<file path="src/design/des_pkg.sv">
package des_pkg;

	localparam int unsigned NumRounds = 16;
	localparam int unsigned HalfKeyBits = 28;
	localparam int unsigned BlockBits = 64;

	typedef logic [BlockBits-1:0] block_t;
	typedef logic [HalfKeyBits-1:0] half_key_t;
	typedef logic [31:0] half_blk_t;

	// Data and key state that one round cell hands to its neighbor.
	typedef struct packed {
		half_blk_t lft;
		half_blk_t rgt;
		half_key_t c;
		half_key_t d;
	} round_state_t;

	typedef logic [7:0] sel_t;

	localparam sel_t TabIp [64] = '{
		58,50,42,34,26,18,10,2, 60,52,44,36,28,20,12,4,
		62,54,46,38,30,22,14,6, 64,56,48,40,32,24,16,8,
		57,49,41,33,25,17,9,1,  59,51,43,35,27,19,11,3,
		61,53,45,37,29,21,13,5, 63,55,47,39,31,23,15,7};
	localparam sel_t TabFp [64] = '{
		40,8,48,16,56,24,64,32, 39,7,47,15,55,23,63,31,
		38,6,46,14,54,22,62,30, 37,5,45,13,53,21,61,29,
		36,4,44,12,52,20,60,28, 35,3,43,11,51,19,59,27,
		34,2,42,10,50,18,58,26, 33,1,41,9,49,17,57,25};
	localparam sel_t TabE [48] = '{
		32,1,2,3,4,5, 4,5,6,7,8,9, 8,9,10,11,12,13,
		12,13,14,15,16,17, 16,17,18,19,20,21, 20,21,22,23,24,25,
		24,25,26,27,28,29, 28,29,30,31,32,1};
	localparam sel_t TabP [32] = '{
		16,7,20,21,29,12,28,17, 1,15,23,26,5,18,31,10,
		2,8,24,14,32,27,3,9, 19,13,30,6,22,11,4,25};
	localparam sel_t TabPc1 [56] = '{
		57,49,41,33,25,17,9, 1,58,50,42,34,26,18,
		10,2,59,51,43,35,27, 19,11,3,60,52,44,36,
		63,55,47,39,31,23,15, 7,62,54,46,38,30,22,
		14,6,61,53,45,37,29, 21,13,5,28,20,12,4};
	localparam sel_t TabPc2 [48] = '{
		14,17,11,24,1,5, 3,28,15,6,21,10,
		23,19,12,4,26,8, 16,7,27,20,13,2,
		41,52,31,37,47,55, 30,40,51,45,33,48,
		44,49,39,56,34,53, 46,42,50,36,29,32};

	typedef logic [3:0] nib_t;
	localparam nib_t TabSbox [8][64] = '{
		'{14,4,13,1,2,15,11,8,3,10,6,12,5,9,0,7,
		  0,15,7,4,14,2,13,1,10,6,12,11,9,5,3,8,
		  4,1,14,8,13,6,2,11,15,12,9,7,3,10,5,0,
		  15,12,8,2,4,9,1,7,5,11,3,14,10,0,6,13},
		'{15,1,8,14,6,11,3,4,9,7,2,13,12,0,5,10,
		  3,13,4,7,15,2,8,14,12,0,1,10,6,9,11,5,
		  0,14,7,11,10,4,13,1,5,8,12,6,9,3,2,15,
		  13,8,10,1,3,15,4,2,11,6,7,12,0,5,14,9},
		'{10,0,9,14,6,3,15,5,1,13,12,7,11,4,2,8,
		  13,7,0,9,3,4,6,10,2,8,5,14,12,11,15,1,
		  13,6,4,9,8,15,3,0,11,1,2,12,5,10,14,7,
		  1,10,13,0,6,9,8,7,4,15,14,3,11,5,2,12},
		'{7,13,14,3,0,6,9,10,1,2,8,5,11,12,4,15,
		  13,8,11,5,6,15,0,3,4,7,2,12,1,10,14,9,
		  10,6,9,0,12,11,7,13,15,1,3,14,5,2,8,4,
		  3,15,0,6,10,1,13,8,9,4,5,11,12,7,2,14},
		'{2,12,4,1,7,10,11,6,8,5,3,15,13,0,14,9,
		  14,11,2,12,4,7,13,1,5,0,15,10,3,9,8,6,
		  4,2,1,11,10,13,7,8,15,9,12,5,6,3,0,14,
		  11,8,12,7,1,14,2,13,6,15,0,9,10,4,5,3},
		'{12,1,10,15,9,2,6,8,0,13,3,4,14,7,5,11,
		  10,15,4,2,7,12,9,5,6,1,13,14,0,11,3,8,
		  9,14,15,5,2,8,12,3,7,0,4,10,1,13,11,6,
		  4,3,2,12,9,5,15,10,11,14,1,7,6,0,8,13},
		'{4,11,2,14,15,0,8,13,3,12,9,7,5,10,6,1,
		  13,0,11,7,4,9,1,10,14,3,5,12,2,15,8,6,
		  1,4,11,13,12,3,7,14,10,15,6,8,0,5,9,2,
		  6,11,13,8,1,4,10,7,9,5,0,15,14,2,3,12},
		'{13,2,8,4,6,15,11,1,10,9,3,14,5,0,12,7,
		  1,15,13,8,10,3,7,4,12,5,6,11,0,14,9,2,
		  7,11,4,1,9,12,14,2,0,6,10,13,15,3,5,8,
		  2,1,14,7,4,10,8,13,15,12,9,0,3,5,6,11}};

	// Left rotation amount of the key halves, per round.
	localparam logic [1:0] TabRot [16] = '{1,1,2,2,2,2,2,2,1,2,2,2,2,2,2,1};

	// Output bit k from the MSB is input bit sel[k] (1-based from the MSB).
	function automatic block_t perm_ip(block_t src);
		block_t acc;
		for (int k = 0; k < 64; k++) acc[63-k] = src[64-int'(TabIp[k])];
		return acc;
	endfunction

	function automatic block_t perm_fp(block_t src);
		block_t acc;
		for (int k = 0; k < 64; k++) acc[63-k] = src[64-int'(TabFp[k])];
		return acc;
	endfunction

	function automatic logic [55:0] perm_pc1(block_t src);
		logic [55:0] acc;
		for (int k = 0; k < 56; k++) acc[55-k] = src[64-int'(TabPc1[k])];
		return acc;
	endfunction

	function automatic logic [47:0] perm_pc2(logic [55:0] src);
		logic [47:0] acc;
		for (int k = 0; k < 48; k++) acc[47-k] = src[56-int'(TabPc2[k])];
		return acc;
	endfunction

	function automatic half_key_t rot28(half_key_t v, logic [1:0] s);
		half_key_t r;
		if (s == 2'd2) r = {v[25:0], v[27:26]};
		else r = {v[26:0], v[27]};
		return r;
	endfunction

	function automatic half_blk_t round_fn(half_blk_t half, logic [47:0] rkey);
		logic [47:0] x;
		half_blk_t acc;
		half_blk_t res;
		logic [5:0] six;
		for (int k = 0; k < 48; k++) x[47-k] = half[32-int'(TabE[k])];
		x = x ^ rkey;
		for (int g = 0; g < 8; g++) begin
			six = x[47-6*g -: 6];
			acc[31-4*g -: 4] = TabSbox[g][{six[5], six[0], six[4:1]}];
		end
		for (int k = 0; k < 32; k++) res[31-k] = acc[32-int'(TabP[k])];
		return res;
	endfunction

endpackage

</file>
<file path="src/design/des_round_cell.sv">
module des_round_cell import des_pkg::*; (
	input  logic         clk,
	input  logic         arst_n,
	input  logic [3:0]   round_idx,
	input  logic         vld_in,
	input  round_state_t st_in,
	output logic         vld_q,
	output round_state_t st_q
);

	half_key_t c_rot;
	half_key_t d_rot;
	logic [47:0] rkey;

	always_comb begin
		c_rot = rot28(st_in.c, TabRot[round_idx]);
		d_rot = rot28(st_in.d, TabRot[round_idx]);
		rkey = perm_pc2({c_rot, d_rot});
	end

	always_ff @(posedge clk or negedge arst_n) begin
		if (!arst_n) begin
			vld_q <= 1'b0;
		end else begin
			vld_q <= vld_in;
		end
	end

	always_ff @(posedge clk) begin
		st_q.lft <= st_in.rgt;
		st_q.rgt <= st_in.lft ^ round_fn(st_in.rgt, rkey);
		st_q.c <= c_rot;
		st_q.d <= d_rot;
	end

endmodule

</file>
<file path="config.mk">
export PLATFORM = sky130hd
export DESIGN_NAME = des_round_cell
export DESIGN_NICKNAME = d
export VERILOG_FILES = /design/src/design/des_pkg.sv /design/src/design/des_round_cell.sv
export SDC_FILE = /design/constraint.sdc
export NUM_CORES = 1
export LEC_CHECK = 0
export BUFFER_PORTS_ARGS = -buffer_cell sky130_fd_sc_hd__clkbuf_2
export CORE_MARGIN = 2
export CORE_UTILIZATION = 50
export DETAILED_ROUTE_END_ITERATION = 10
export PLACE_DENSITY = 0.78
export SLEW_MARGIN = 0
export SYNTH_ARGS = -nofsm -noshare
export SYNTH_HDL_FRONTEND = slang
export SYNTH_SLANG_ARGS = --single-unit
export TNS_END_PERCENT = 30
</file>
<file path="constraint.sdc">
create_clock -name clk -period 0.8 [get_ports clk]
set_input_delay 0.04 -clock clk [delete_from_list [all_inputs] [get_ports clk]]
set_output_delay 0.04 -clock clk [all_outputs]
set_load 0.005 [all_outputs]
</file>
==> results of run 1 <==
## kinds of logic after synthesis
logic type      Yosys count  synth area share, %
xor+xnor                 71                 6.39
compound gates          348                 24.3
buf+inv                 135                 5.90
flops                   121                 23.6
simple gates            378                 19.8
fa+ha+maj                63                 7.64
mux                     112                 12.4
## per-layer routing
layer / global-route usage [%] / GRT overflow
met5: 21.8 / 2
met4: 119 / 506
met3: 72.5 / 10
met2: 145 / 1949
met1: 90.6 / 13
## metrics by stage
step / std cells / hold WS (ns)
CTS: 2241 / -0.0860
global placement: 2044 / -0.186
detailed placement: 2044 / -0.184
floorplan: 1228 / -0.256
## timing repair
action | CTS
endpoints found under the setup margin | 207
gates resized for setup | 344
cloned | 4
pin swaps | 115
setup buffers | 69
hold endpoints to repair | 97
hold buffers | 97
==> summary.txt, run 1 <==
CTS
------------------------------------------------------------------------
Deepest clock path buffer count                                        2
H-tree depth                                                           4
Number of buffers added by the clock tree synthesis step              17
CTS root buffer                                             sky130_fd_sc_hd__clkbuf_16
Clock sinks                                                          121

LOGIC SYNTHESIS
------------------------------------------------------------------------
Number of instances in the synthesized netlist                      1228
Count of unique library cells instantiated by Yosys                   86
Number of warnings printed during yosys synthesis                      0
Cell type with the highest aggregate area in the netlist    sky130_fd_sc_hd__dfxtp_1
Number of synthesized flops with an enable pin                         0
Cell with the most instances after synthesis                sky130_fd_sc_hd__dfxtp_1
Synth cell count leaders                                    sky130_fd_sc_hd__dfxtp_1, sky130_fd_sc_hd__mux2i_1, sky130_fd_sc_hd__ha_1
Main synth FF type                                          sky130_fd_sc_hd__dfxtp_1
Sequential element share of the synthesized area                   23.6%
Share of flip-flops with an asynchronous set or reset             0.826%
Netlist area before placement                                10300 sq um
#FFs+latches synth                                                   121
Post-synth net total                                                1417
Share of the synthesized area in the top cell type                 23.4%
Post-Synthesis Mean Instance Area                             8.37 sq um
Top cells by area in the synthesized netlist                sky130_fd_sc_hd__dfxtp_1, sky130_fd_sc_hd__ha_1, sky130_fd_sc_hd__mux2i_1, sky130_fd_sc_hd__mux2_2, sky130_fd_sc_hd__xnor2_1

OUTCOME
------------------------------------------------------------------------
Err                                                         [ERROR GRT-0232] Routing congestion too high. Check the congestion heatmap in the GUI.
Step where the flow halted                                  global routing (5_1_grt)
Result of the run                                           stopped before the end

FLOORPLAN
------------------------------------------------------------------------
Die Span X                                                        147 um
Initial core utilization                                           50.8%
IO Pins                                                              248
Number of core rows                                                   52
Chip height                                                       147 um

PLACEMENT
------------------------------------------------------------------------
Quantity of I/O buffers inserted on ports                            247
Pre-CTS setup slack                                             -2.04 ns
Routability-driven placement congestion ratio                      0.932
Placed wire-length estimate                                      30.2 mm
DP Area                                                      14900 sq um

STA
------------------------------------------------------------------------
End pin of the worst setup path after global-route repair   st_q[83]$_DFF_P_/D
Worst endpoint pin kind                                     register input

GRT
------------------------------------------------------------------------
Pin count of the biggest net entering global routing                  21
Overflow after GRT                                                  2480
GRT Total Usage                                                     104%

==> run 2, diff against run 1 <==
- CORE_UTILIZATION: 50 -> 40
- PLACE_DENSITY: 0.78 -> unset
- PLACE_DENSITY_LB_ADDON: unset -> 0.15
- clock period: 0.8 -> 1 ns (I/O delays scaled with it)
==> run 2 against run 1 <==
The flow now finishes, with violations (negative hold slack, negative setup slack). Area after synthesis unchanged. Synthesized cell count unchanged.
==> summary.txt, run 2 <==
OUTCOME
-------------------------------------------------------------------------------------
Result of the run                                                        finished, violations left
Failing checks                                                           negative hold slack, negative setup slack

STA
-------------------------------------------------------------------------------------
Final setup slack of the worst path                                          -1.34 ns
Tcrit/Tclk final                                                                 234%
Shortest clock period the worst path allows after layout                      2.34 ns
Count of pins over their slew limit                                                 0
Least-Margin Pin Slew                                                        0.749 ns
Slew HR                                                                         49.7%
# setup viols final                                                                74
Unrepaired setup endpoints after global routing                                   yes
Worst hold-check slack                                                     -0.0422 ns
Post-route setup TNS                                                        -44.52 ns
Count of endpoints failing hold in the final timing report                          1
Achievable Freq                                                               428 MHz

FLOORPLAN
-------------------------------------------------------------------------------------
IO Pins                                                                           248
Chip height                                                                    164 um
Die ar.                                                                   27000 sq um
Area of the placeable core                                                25200 sq um
Die Span X                                                                     164 um
Number of core rows                                                                58
Initial core utilization                                                        40.8%

LAYOUT
-------------------------------------------------------------------------------------
Biggest registers after layout                                           st_q (120), vld_q (1)
Area growth syn-to-layout                                                       73.1%
Net count, final                                                                 2116
Final design instance area without fill                                   17800 sq um
Post-layout util                                                                70.7%
Inserted Diodes                                                                     0
Area occupied by multi-input gates                                         8330 sq um
Flip-flop count of the largest register, all copies and words added               120
Non-filler instance count after layout                                           2270
Most frequent cells in the layout                                        sky130_fd_sc_hd__buf_4, sky130_fd_sc_hd__clkbuf_2, sky130_fd_sc_hd__dfxtp_1
Number of fillers in the final layout                                            1998
Total area of sequential cells                                             2430 sq um
Most frequent standard cell in the layout excluding fill and tap cells   sky130_fd_sc_hd__buf_4
Register bank with the most flops                                                st_q
Share of cells above drive strength 1                                           48.5%

POWER
-------------------------------------------------------------------------------------
IR drop worst, VDD                                                           0.974 mV
Leak pwr                                                                      8.08 nW
Power density over the cells                                             1430 nW/um^2
Design Power                                                                  25.5 mW

DETAILED ROUTING
-------------------------------------------------------------------------------------
Initial DRC Count                                                                 876
Detailed-route wire length per cell                                           18.4 um
Total wirelength of the detailed-routed design                                41.7 mm
Mean number of vias per cell                                                     5.49
Number of nets still failing antenna checks after routing                           0
First-pass iteration count of the detailed router                                   7
Residual DRC                                                                        0
Via Count                                                                       12460

GRT
-------------------------------------------------------------------------------------
Initial antenna violation count                                                     0
Routing usage on met1                                                           36.6%
Met2 routing resource usage after global routing                                55.6%
Overflow after GRT                                                                  0
GR Util met3                                                                    5.05%
GRT busiest layer                                                                met2
GRT Total Usage                                                                 30.4%
First-pass GRT wire length                                                    65.0 mm
Pin count of the biggest net entering global routing                               22
Number of global-route vias before repair                                       12342

LOGIC SYNTHESIS
-------------------------------------------------------------------------------------
Number of instances in the synthesized netlist                                   1228
Netlist area before placement                                             10300 sq um
Cell type with the highest aggregate area in the netlist                 sky130_fd_sc_hd__dfxtp_1
Main synth FF type                                                       sky130_fd_sc_hd__dfxtp_1
Top cells by area in the synthesized netlist                             sky130_fd_sc_hd__dfxtp_1, sky130_fd_sc_hd__ha_1, sky130_fd_sc_hd__mux2i_1, sky130_fd_sc_hd__mux2_2, sky130_fd_sc_hd__xnor2_1
Share of the synthesized area in the top cell type                              23.4%
Share of flip-flops with an asynchronous set or reset                          0.826%
#FFs+latches synth                                                                121
Count of unique library cells instantiated by Yosys                                86
Sequential element share of the synthesized area                                23.6%
Post-Synthesis Mean Instance Area                                          8.37 sq um
Number of synthesized flops with an enable pin                                      0
Synth cell count leaders                                                 sky130_fd_sc_hd__dfxtp_1, sky130_fd_sc_hd__mux2i_1, sky130_fd_sc_hd__ha_1
Number of warnings printed during yosys synthesis                                   0
Post-synth net total                                                             1417
Cell with the most instances after synthesis                             sky130_fd_sc_hd__dfxtp_1

PLACEMENT
-------------------------------------------------------------------------------------
Pre-CTS setup slack                                                          -1.99 ns
DP Area                                                                   14900 sq um
Quantity of I/O buffers inserted on ports                                         247
Placed wire-length estimate                                                   30.0 mm
Post-placement cell count                                                        2084
Routability-driven placement congestion ratio                                   0.920

CRITICAL PATH
-------------------------------------------------------------------------------------
Startpoint type of the worst setup path                                    input port
Critical Path Start                                                      round_idx[1]
Critical path endpoint category                                             flip-flop
Capture point of the critical path                                           st_q[78]
Arrival time reported for the critical path endpoint                          2.69 ns
Critical Path Fanout Max                                                            5
Req. time, crit path                                                          1.36 ns
Type of the worst setup path                                                   in2reg

CTS
-------------------------------------------------------------------------------------
Clock sinks                                                                       121
CTS root buffer                                                          sky130_fd_sc_hd__clkbuf_16
Number of buffers added by the clock tree synthesis step                           17
Reg clk slew, reported paths                                                  0.07 ns
Clock tree from TritonCTS                                                       built
H-tree depth                                                                        4
Deepest clock path buffer count                                                     2

HOLD PATH
-------------------------------------------------------------------------------------
Classification of the worst-slack hold path                                    in2reg

RUN
-------------------------------------------------------------------------------------
Max-cap violations                                                                  0

-- run 2: cell counts after synthesis --
Identical to the previous run, type by type.
-- run 2: cell families after synthesis --
family / count (synthesis) / share of synthesized area, %
muxes: 112 / 12.4
buffers and inverters: 135 / 5.90
AOI/OAI and AO/OA: 348 / 24.3
DFF: 121 / 23.6
and+or+nand+nor: 378 / 19.8
adders and majority gates: 63 / 7.64
xor gates and xnor gates: 71 / 6.39
-- run 2: how the worst min path moves through the flow --
stage          startpoint  endpoint  cells past startpoint
2_1_floorplan      arst_n     vld_q                      0
3_3_place_gp       arst_n     vld_q                      1
3_5_place_dp       arst_n     vld_q                      1
4_1_cts         st_in[20]  st_q[21]                      2
5_1_grt         st_in[48]  st_q[49]                      3
6_report        st_in[48]  st_q[49]                      3
-- run 2: report_power, final --
group	leakage (nW)	internal, mW	switching, mW
clock	0.311	4.51	2.59
combinational	6.75	6.50	6.02
sequential	1.02	5.61	0.223
-- run 2: layout make-up --
cell class / instances / area share (%)
multi-input combinational: 974 / 46.8
timing repair buffer: 762 / 32.2
sequential: 121 / 13.6
clock buffer: 22 / 2.78
tap: 330 / 2.32
inverter: 51 / 1.29
clock inverter: 10 / 0.921
-- run 2: critical path: stages --
cell and delay [ns]:
sky130_fd_sc_hd__clkbuf_16 0.13, sky130_fd_sc_hd__buf_6 0.11, sky130_fd_sc_hd__a211oi_4 0.26, sky130_fd_sc_hd__o21ai_2 0.13
sky130_fd_sc_hd__and3b_1 0.20, sky130_fd_sc_hd__or2_4 0.30, sky130_fd_sc_hd__ha_4 0.18, sky130_fd_sc_hd__or4_1 0.52
sky130_fd_sc_hd__o211ai_1 0.12, sky130_fd_sc_hd__o32a_1 0.20, sky130_fd_sc_hd__mux2i_2 0.10, sky130_fd_sc_hd__a32oi_1 0.21
sky130_fd_sc_hd__xor2_1 0.18
-- run 2: timing repair --
action / in CTS / in global routing
hold buffers: 99 / 1
buffers inserted: 43 / 9
gates resized for setup: 137 / 65
pin swaps: 41 / 12
setup endpoints to repair: 81 / 75
gates cloned: 2 / 0
endpoints found under the hold margin: 95 / 3
-- run 2: routing by layer --
metal  vias up  share of wire (%)
met1      5925                 41
met2       480                 51
met3        75                6.2
li1       5980                  -
met5         -                  0
met4         0                1.9
(Power assumes the default switching activity.)
